### src/rtl/rsts_pkg.sv
// shared types and codes for the remote segment translate and split block
// no dependencies; the interface, segment table and top-level files import this package
package rsts_pkg;

  localparam int unsigned AddrW   = 64;
  localparam int unsigned EntryW  = 4;
  localparam int unsigned StatusW = 3;

  typedef logic [AddrW-1:0] addr_t;

  typedef enum logic [StatusW-1:0] {
    ST_CHUNK    = 3'd0,
    ST_WRITTEN  = 3'd1,
    ST_ZERO_LEN = 3'd2,
    ST_OVERFLOW = 3'd3,
    ST_NOT_REG  = 3'd4
  } status_e;

  typedef enum logic {
    OP_WRITE = 1'b0,
    OP_XLATE = 1'b1
  } op_e;

  // one table entry as stored in the segment memory
  typedef struct packed {
    addr_t base;
    addr_t len;
    addr_t va;
  } seg_t;

  typedef struct packed {
    logic              en;
    logic [EntryW-1:0] idx;
    seg_t              seg;
    logic              valid;
  } tbl_wr_t;

  typedef struct packed {
    logic  start;
    addr_t addr;
  } srch_req_t;

  typedef struct packed {
    logic  done;
    logic  found;
    addr_t mapped;
    addr_t avail;
  } srch_rsp_t;

endpackage

### src/rtl/rsts_ram.sv
// generic single-port-write, single-port-read ram with registered read data
// no dependencies
module rsts_ram #(
  parameter int unsigned Width = 8,
  parameter int unsigned Depth = 16,
  localparam int unsigned AW = (Depth > 1) ? $clog2(Depth) : 1
) (
  input  logic             clk_i,
  input  logic             we_i,
  input  logic [AW-1:0]    waddr_i,
  input  logic [Width-1:0] wdata_i,
  input  logic [AW-1:0]    raddr_i,
  output logic [Width-1:0] rdata_o
);

  logic [Width-1:0] mem_q [Depth];
  logic [Width-1:0] rdata_q;

  always_ff @(posedge clk_i) begin
    if (we_i) begin
      mem_q[waddr_i] <= wdata_i;
    end
    rdata_q <= mem_q[raddr_i];
  end

  assign rdata_o = rdata_q;

endmodule

### src/rtl/rsts_seg_table.sv
// segment table: entry memory, valid bits and the sweep that finds the
// covering segment with the largest base; depends on rsts_pkg and rsts_ram
module rsts_seg_table import rsts_pkg::*; #(
  parameter int unsigned SEGMENTS = 16
) (
  input  logic      clk_i,
  input  logic      rst_ni,
  input  tbl_wr_t   wr_i,
  input  srch_req_t req_i,
  output srch_rsp_t rsp_o
);

  localparam int unsigned IdxW = (SEGMENTS > 1) ? $clog2(SEGMENTS) : 1;
  localparam logic [IdxW-1:0] LastIdx = IdxW'(SEGMENTS - 1);

  logic [SEGMENTS-1:0] valid_q;
  logic [IdxW-1:0]     wr_idx;

  logic            busy_q;
  logic [IdxW-1:0] rd_idx_q;
  addr_t           addr_q;

  logic            p0_vld_q, p0_last_q;
  logic [IdxW-1:0] p0_idx_q;
  logic [$bits(seg_t)-1:0] rdata;
  seg_t            rd_seg;

  logic [AddrW:0]  diff;
  logic            s1_ok_q, s1_vld_q, s1_last_q;
  addr_t           s1_off_q, s1_base_q, s1_len_q, s1_va_q;

  logic [AddrW:0]  sum;
  logic            in_len;
  logic            s2_ok_q, s2_vld_q, s2_last_q;
  addr_t           s2_base_q, s2_map_q, s2_avail_q;

  logic            upd;
  logic            found_q, done_q;
  addr_t           best_base_q, best_map_q, best_avail_q;

  assign wr_idx = IdxW'(wr_i.idx);

  rsts_ram #(
    .Width ($bits(seg_t)),
    .Depth (SEGMENTS)
  ) u_ram (
    .clk_i   (clk_i),
    .we_i    (wr_i.en),
    .waddr_i (wr_idx),
    .wdata_i (wr_i.seg),
    .raddr_i (rd_idx_q),
    .rdata_o (rdata)
  );

  assign rd_seg = seg_t'(rdata);

  // stage 1: offset from the segment base, borrow means base above address
  assign diff = {1'b0, addr_q} - {1'b0, rd_seg.base};
  // stage 2: inside the segment and mapped address does not wrap
  assign in_len = s1_off_q < s1_len_q;
  assign sum    = {1'b0, s1_va_q} + {1'b0, s1_off_q};
  // stage 3: strict compare keeps the lowest index on equal bases
  assign upd = s2_vld_q && s2_ok_q && (!found_q || (s2_base_q > best_base_q));

  always_ff @(posedge clk_i or negedge rst_ni) begin
    if (!rst_ni) begin
      valid_q   <= '0;
      busy_q    <= 1'b0;
      rd_idx_q  <= '0;
      p0_vld_q  <= 1'b0;
      p0_last_q <= 1'b0;
      s1_vld_q  <= 1'b0;
      s1_last_q <= 1'b0;
      s2_vld_q  <= 1'b0;
      s2_last_q <= 1'b0;
      found_q   <= 1'b0;
      done_q    <= 1'b0;
    end else begin
      if (wr_i.en) begin
        valid_q[wr_idx] <= wr_i.valid;
      end
      if (req_i.start) begin
        busy_q   <= 1'b1;
        rd_idx_q <= '0;
      end else if (busy_q) begin
        if (rd_idx_q == LastIdx) begin
          busy_q <= 1'b0;
        end else begin
          rd_idx_q <= rd_idx_q + IdxW'(1);
        end
      end
      p0_vld_q  <= busy_q && !req_i.start;
      p0_last_q <= busy_q && !req_i.start && (rd_idx_q == LastIdx);
      s1_vld_q  <= p0_vld_q;
      s1_last_q <= p0_vld_q && p0_last_q;
      s2_vld_q  <= s1_vld_q;
      s2_last_q <= s1_vld_q && s1_last_q;
      if (req_i.start) begin
        found_q <= 1'b0;
      end else if (upd) begin
        found_q <= 1'b1;
      end
      done_q <= s2_vld_q && s2_last_q;
    end
  end

  always_ff @(posedge clk_i) begin
    if (req_i.start) begin
      addr_q <= req_i.addr;
    end
    p0_idx_q   <= rd_idx_q;
    s1_ok_q    <= valid_q[p0_idx_q] && !diff[AddrW];
    s1_off_q   <= diff[AddrW-1:0];
    s1_base_q  <= rd_seg.base;
    s1_len_q   <= rd_seg.len;
    s1_va_q    <= rd_seg.va;
    s2_ok_q    <= s1_ok_q && in_len && !sum[AddrW];
    s2_base_q  <= s1_base_q;
    s2_map_q   <= sum[AddrW-1:0];
    s2_avail_q <= s1_len_q - s1_off_q;
    if (upd) begin
      best_base_q  <= s2_base_q;
      best_map_q   <= s2_map_q;
      best_avail_q <= s2_avail_q;
    end
  end

  assign rsp_o.done   = done_q;
  assign rsp_o.found  = found_q;
  assign rsp_o.mapped = best_map_q;
  assign rsp_o.avail  = best_avail_q;

endmodule

### config.mk
export PLATFORM = sky130hd
export DESIGN_NAME = rsts_seg_table
export DESIGN_NICKNAME = d
export VERILOG_FILES = /design/src/rtl/rsts_pkg.sv /design/src/rtl/rsts_ram.sv /design/src/rtl/rsts_seg_table.sv
export SDC_FILE = /design/constraint.sdc
export NUM_CORES = 2
export LEC_CHECK = 0
export BUFFER_PORTS_ARGS = -buffer_cell sky130_fd_sc_hd__buf_2
export CAP_MARGIN = 15
export CORE_MARGIN = 5
export CORE_UTILIZATION = 53
export DETAILED_ROUTE_END_ITERATION = 7
export HOLD_SLACK_MARGIN = 0.02
export PLACE_DENSITY = 0.69
export SLEW_MARGIN = 25
export SYNTH_ARGS = -nofsm -noshare
export SYNTH_HDL_FRONTEND = slang
export SYNTH_SLANG_ARGS = --single-unit
### constraint.sdc
create_clock -name clk_i -period 35.7 [get_ports clk_i]
set_input_delay 3.57 -clock clk_i [delete_from_list [all_inputs] [get_ports clk_i]]
set_output_delay 3.57 -clock clk_i [all_outputs]
set_load 0.02 [all_outputs]
==> out/metrics.csv <==
stage,metric,value,unit
outcome,outcome,"finished, final reports clean",
pwr,clkPwrFrac,0.359,
detailed_routing,drtAntennaViolNets,0,
timing,tns,0,ps
floorplan,initial_utilization,0.533,
critical_path,cp.arrival,7450,ps
detailed_routing,post_drt_wl_per_cell,31.9,µm
synth,synthCells,7418,
clock_tree,root_buffer,clkbuf_16,
critical_path,reg2reg_depth,7,
placement,hpwl,237,mm
pwr,p_int,8620,µW
global_routing,grt_pass1_vias,75300,
layout,final_cell_mix,"3,328 x edfxtp_1, 965 x mux4_2, 646 x dfxtp_1",
worst_hold_path,min_delay_path_depth,0,
synth,synth.cell_area,0.151,mm²
global_routing,antenna_found_initial,111,
layout,fillCellCount,19700,
pwr,netSwitchingPower,3270,µW
floorplan,pin_count,395,
synth,synthFlopType,edfxtp_1,
floorplan,dieArea,0.295,mm²
timing,relSlewSlack,0.264,
placement,portBuffers,394,
clock_tree,htreeDepth,5,
critical_path,slowest_stage,buf_4,
detailed_routing,via_count,75600,
layout,drive_above_1_share,0.256,
floorplan,core-area,0.283,mm²
layout,multiInputGateArea,0.0350,mm²
floorplan,die_width,543,µm
worst_hold_path,min_to,s1_len_q[16],
clock_tree,clkTransAtPathRegs,60,ps
critical_path,endpoint_kind,register,
synth,synth_fp_nets,7943,
clock_tree,clock_path_buffers,4,
timing,setup_viol,0,
critical_path,cp_slowest_stage_delay,960,ps
timing,slew_viol_final,0,
detailed_routing,firstDrtPassIters,5,
layout,final_common_cell,edfxtp_1,
layout,syn_to_final_growth,13.5,%
critical_path,crit_buf_inv,4,
worst_hold_path,min_path_type,reg -> reg,
critical_path,cpMostUsedCell,buf_4,
critical_path,worstSetupStartpointType,primary input,
layout,final_core_util,0.605,
synth,synth-edff-count,3328,
timing,rsz0062_at_grt,no,
floorplan,num_rows,195,
detailed_routing,drt_iter0_markers,9055,
timing,tightest_slew,1100,ps
worst_hold_path,min-delay-start,u_ram.rdata_o[80],
placement,gp_congestion,0.927,
layout,finalNetCount,8511,
timing,fin_crit_sh,0.193,
pwr,powerDensity,69.5,mW/mm²
critical_path,crit_chain,buf_2 -> nand3_1 -> nor2_4 -> buf_12 -> buf_4 -> buf_4,
critical_path,required,36240,ps
timing,worst_clock_skew,66.2,ps
clock_tree,post_cts_resized,0,
pwr,seqPwrFrac,0.478,
clock_tree,cts_buffers,391,
critical_path,path_class,in -> reg,
timing,hold_violations,0,
floorplan,die_height,543,µm
critical_path,rr_endpoint,u_ram.rdata_o[125],
detailed_routing,drc_errors,0,
synth,synth_area_per_cell,20.3,µm²
synth,yosysSeqAreaShare,0.754,
pwr,max-vdd-ir-drop,0.0000490,V
clock_tree,clock_sinks,4003,
global_routing,grt_pass1_wl,548,mm
clock_tree,post_cts_buffers,0,
critical_path,r2r_slack,29510,ps
synth,yosysWarnings,0,
synth,synthArstFlopShare,0.00724,
global_routing,grt_max_degree,153,
detailed_routing,via_per_inst,6.24,
clock_tree,cts_hold_buf,0,
critical_path,reg2reg_from,rd_idx_q[0],
synth,yosys.cell_types.count,83,
flow_run,cap_viol_max_count,0,
critical_path,path_max_fanout,76,
pwr,leakage,0.0574,µW
global_routing,grt_usage,0.260,
critical_path,cp_top_family,buffers and inverters,
layout,seqCellArea,0.114,mm²
pwr,combPwrFrac,0.164,
timing,period_minus_slack,6910,ps
detailed_routing,drt_wl_total,387,mm
pwr,switching_share,0.275,
clock_tree,cts_tree,done,
timing,fmax,0.145,GHz
global_routing,grt-ovfl-total,0,
synth,synth_seq_cells,4003,
clock_tree,insertion_delay,950,ps
## layer usage
metal,vias to the layer above,share of wire,track usage
met2,3653,0.48,0.410
li1,31400,-,-
met1,39800,0.39,0.360
met5,-,0.00078,0
met3,753,0.085,0.0472
met4,44,0.053,0.119
## through the flow
step / area, µm² / std cells / setup WS (ps) / hold WS, ps / power, µW
2_1_floorplan: 151000 / 7418 / 16800 / 310 / 6860
3_3_place_gp: 157000 / 11300 / 27830 / 310 / 7670
3_5_place_dp: 157000 / 11300 / 27810 / 312 / 7690
4_1_cts: 171000 / 12100 / 28810 / 282 / 11900
5_1_grt: 171000 / 12100 / 28720 / 300 / 12300
6_report: 171000 / 12100 / 28790 / 277 / 11900
## logic make-up (layout without fill, tap and decap cells)
group	after synthesis	count (layout)	share of synthesized area
AOI/OAI and AO/OA	769	769	0.0330
xor gates and xnor gates	174	174	0.0101
adders and majority gates	260	260	0.0217
buffers and inverters	577	1485	0.0145
DFF	4003	4003	0.754
muxes	986	986	0.146
other	0	52	0
and+or+nand+nor	649	649	0.0210
## final cells by class
| cell class | instances | area share |
|---|---|---|
| Clock inverter | 207 | 0.0144 |
| Clock buffer | 526 | 0.0648 |
| Antenna cell | 52 | 0.000761 |
| Inverter | 258 | 0.00567 |
| Multi-Input combinational cell | 2838 | 0.205 |
| Tap cell | 3743 | 0.0274 |
| Timing Repair Buffer | 494 | 0.0176 |
| Sequential cell | 4003 | 0.665 |
## registers in the layout, indices dropped and copies added, names as in the netlist, 4 cells and up
register / cells
addr_q: 64
rd_idx_q: 4
p0_idx_q: 4
s1_va_q: 64
u_ram.mem_q: 3072
s2_base_q: 64
best_avail_q: 64
s1_base_q: 64
u_ram.rdata_o: 192
valid_q: 16
s2_map_q: 64
s1_len_q: 64
best_map_q: 64
best_base_q: 64
s1_off_q: 64
s2_avail_q: 64
## power by group through the flow
stage                     Clock [µW]  Combinational, µW  Sequential, µW
after CTS                       4330               1930            5680
after global routing            4530               2070            5690
final                           4260               1940            5680
after global placement             0               1910            5770
after floorplan                    0               1270            5590
after detailed placement           0               1920            5770
## synthesized netlist by cell type, types with 7 or more instances
cell type | count | area share
edfxtp_1 | 3328 | 0.66
mux4_2 | 965 | 0.14
dfxtp_1 | 646 | 0.086
clkbuf_1 | 264 | 0.0066
inv_1 | 258 | 0.0064
ha_1 | 257 | 0.021
a21oi_1 | 255 | 0.0085
nand2_1 | 188 | 0.0047
nor2_1 | 149 | 0.0037
a21o_1 | 129 | 0.0064
o21ai_0 | 124 | 0.0041
xnor2_1 | 99 | 0.0058
nand4_1 | 84 | 0.0035
xor2_1 | 75 | 0.0044
o21bai_1 | 53 | 0.0026
buf_1 | 47 | 0.0012
nor3_1 | 47 | 0.0016
nand3_1 | 45 | 0.0015
dfrtp_1 | 29 | 0.0048
o21a_1 | 25 | 0.0012
nor2b_1 | 24 | 0.0010
o31ai_1 | 23 | 0.0011
a211oi_1 | 19 | 0.00095
and3_1 | 18 | 0.00075
nand2b_1 | 17 | 0.00071
nor4_1 | 17 | 0.00071
a31oi_1 | 16 | 0.00066
mux2_2 | 16 | 0.0012
o211ai_1 | 14 | 0.00070
and2_1 | 12 | 0.00050
or3_1 | 11 | 0.00046
a311oi_1 | 8 | 0.00047
o21ai_1 | 8 | 0.00027
a221oi_1 | 7 | 0.00041
## worst max path at each step
| stage | from | to | slack (ps) | cells after the start |
|---|---|---|---|---|
| 5_1_grt | rd_idx_q[0] | u_ram.rdata_o[125] | 28720 | 7 |
| 3_5_place_dp | wr_i[197] | u_ram.mem_q[15][75] | 27810 | 6 |
| 3_3_place_gp | wr_i[193] | u_ram.mem_q[15][75] | 27830 | 6 |
| 2_1_floorplan | wr_i[193] | valid_q[0] | 16800 | 3 |
| 6_report | wr_i[197] | u_ram.mem_q[15][73] | 28790 | 6 |
| 4_1_cts | wr_i[197] | u_ram.mem_q[15][73] | 28810 | 6 |
## worst register-to-register path, delay by kind of cell, from the launching register on
kind | cells | cell delay [ps]
buf+inv | 5 | 4050
mux | 2 | 1130
flops | 1 | 850
Note: power is estimated with default switching activity, not from simulation.
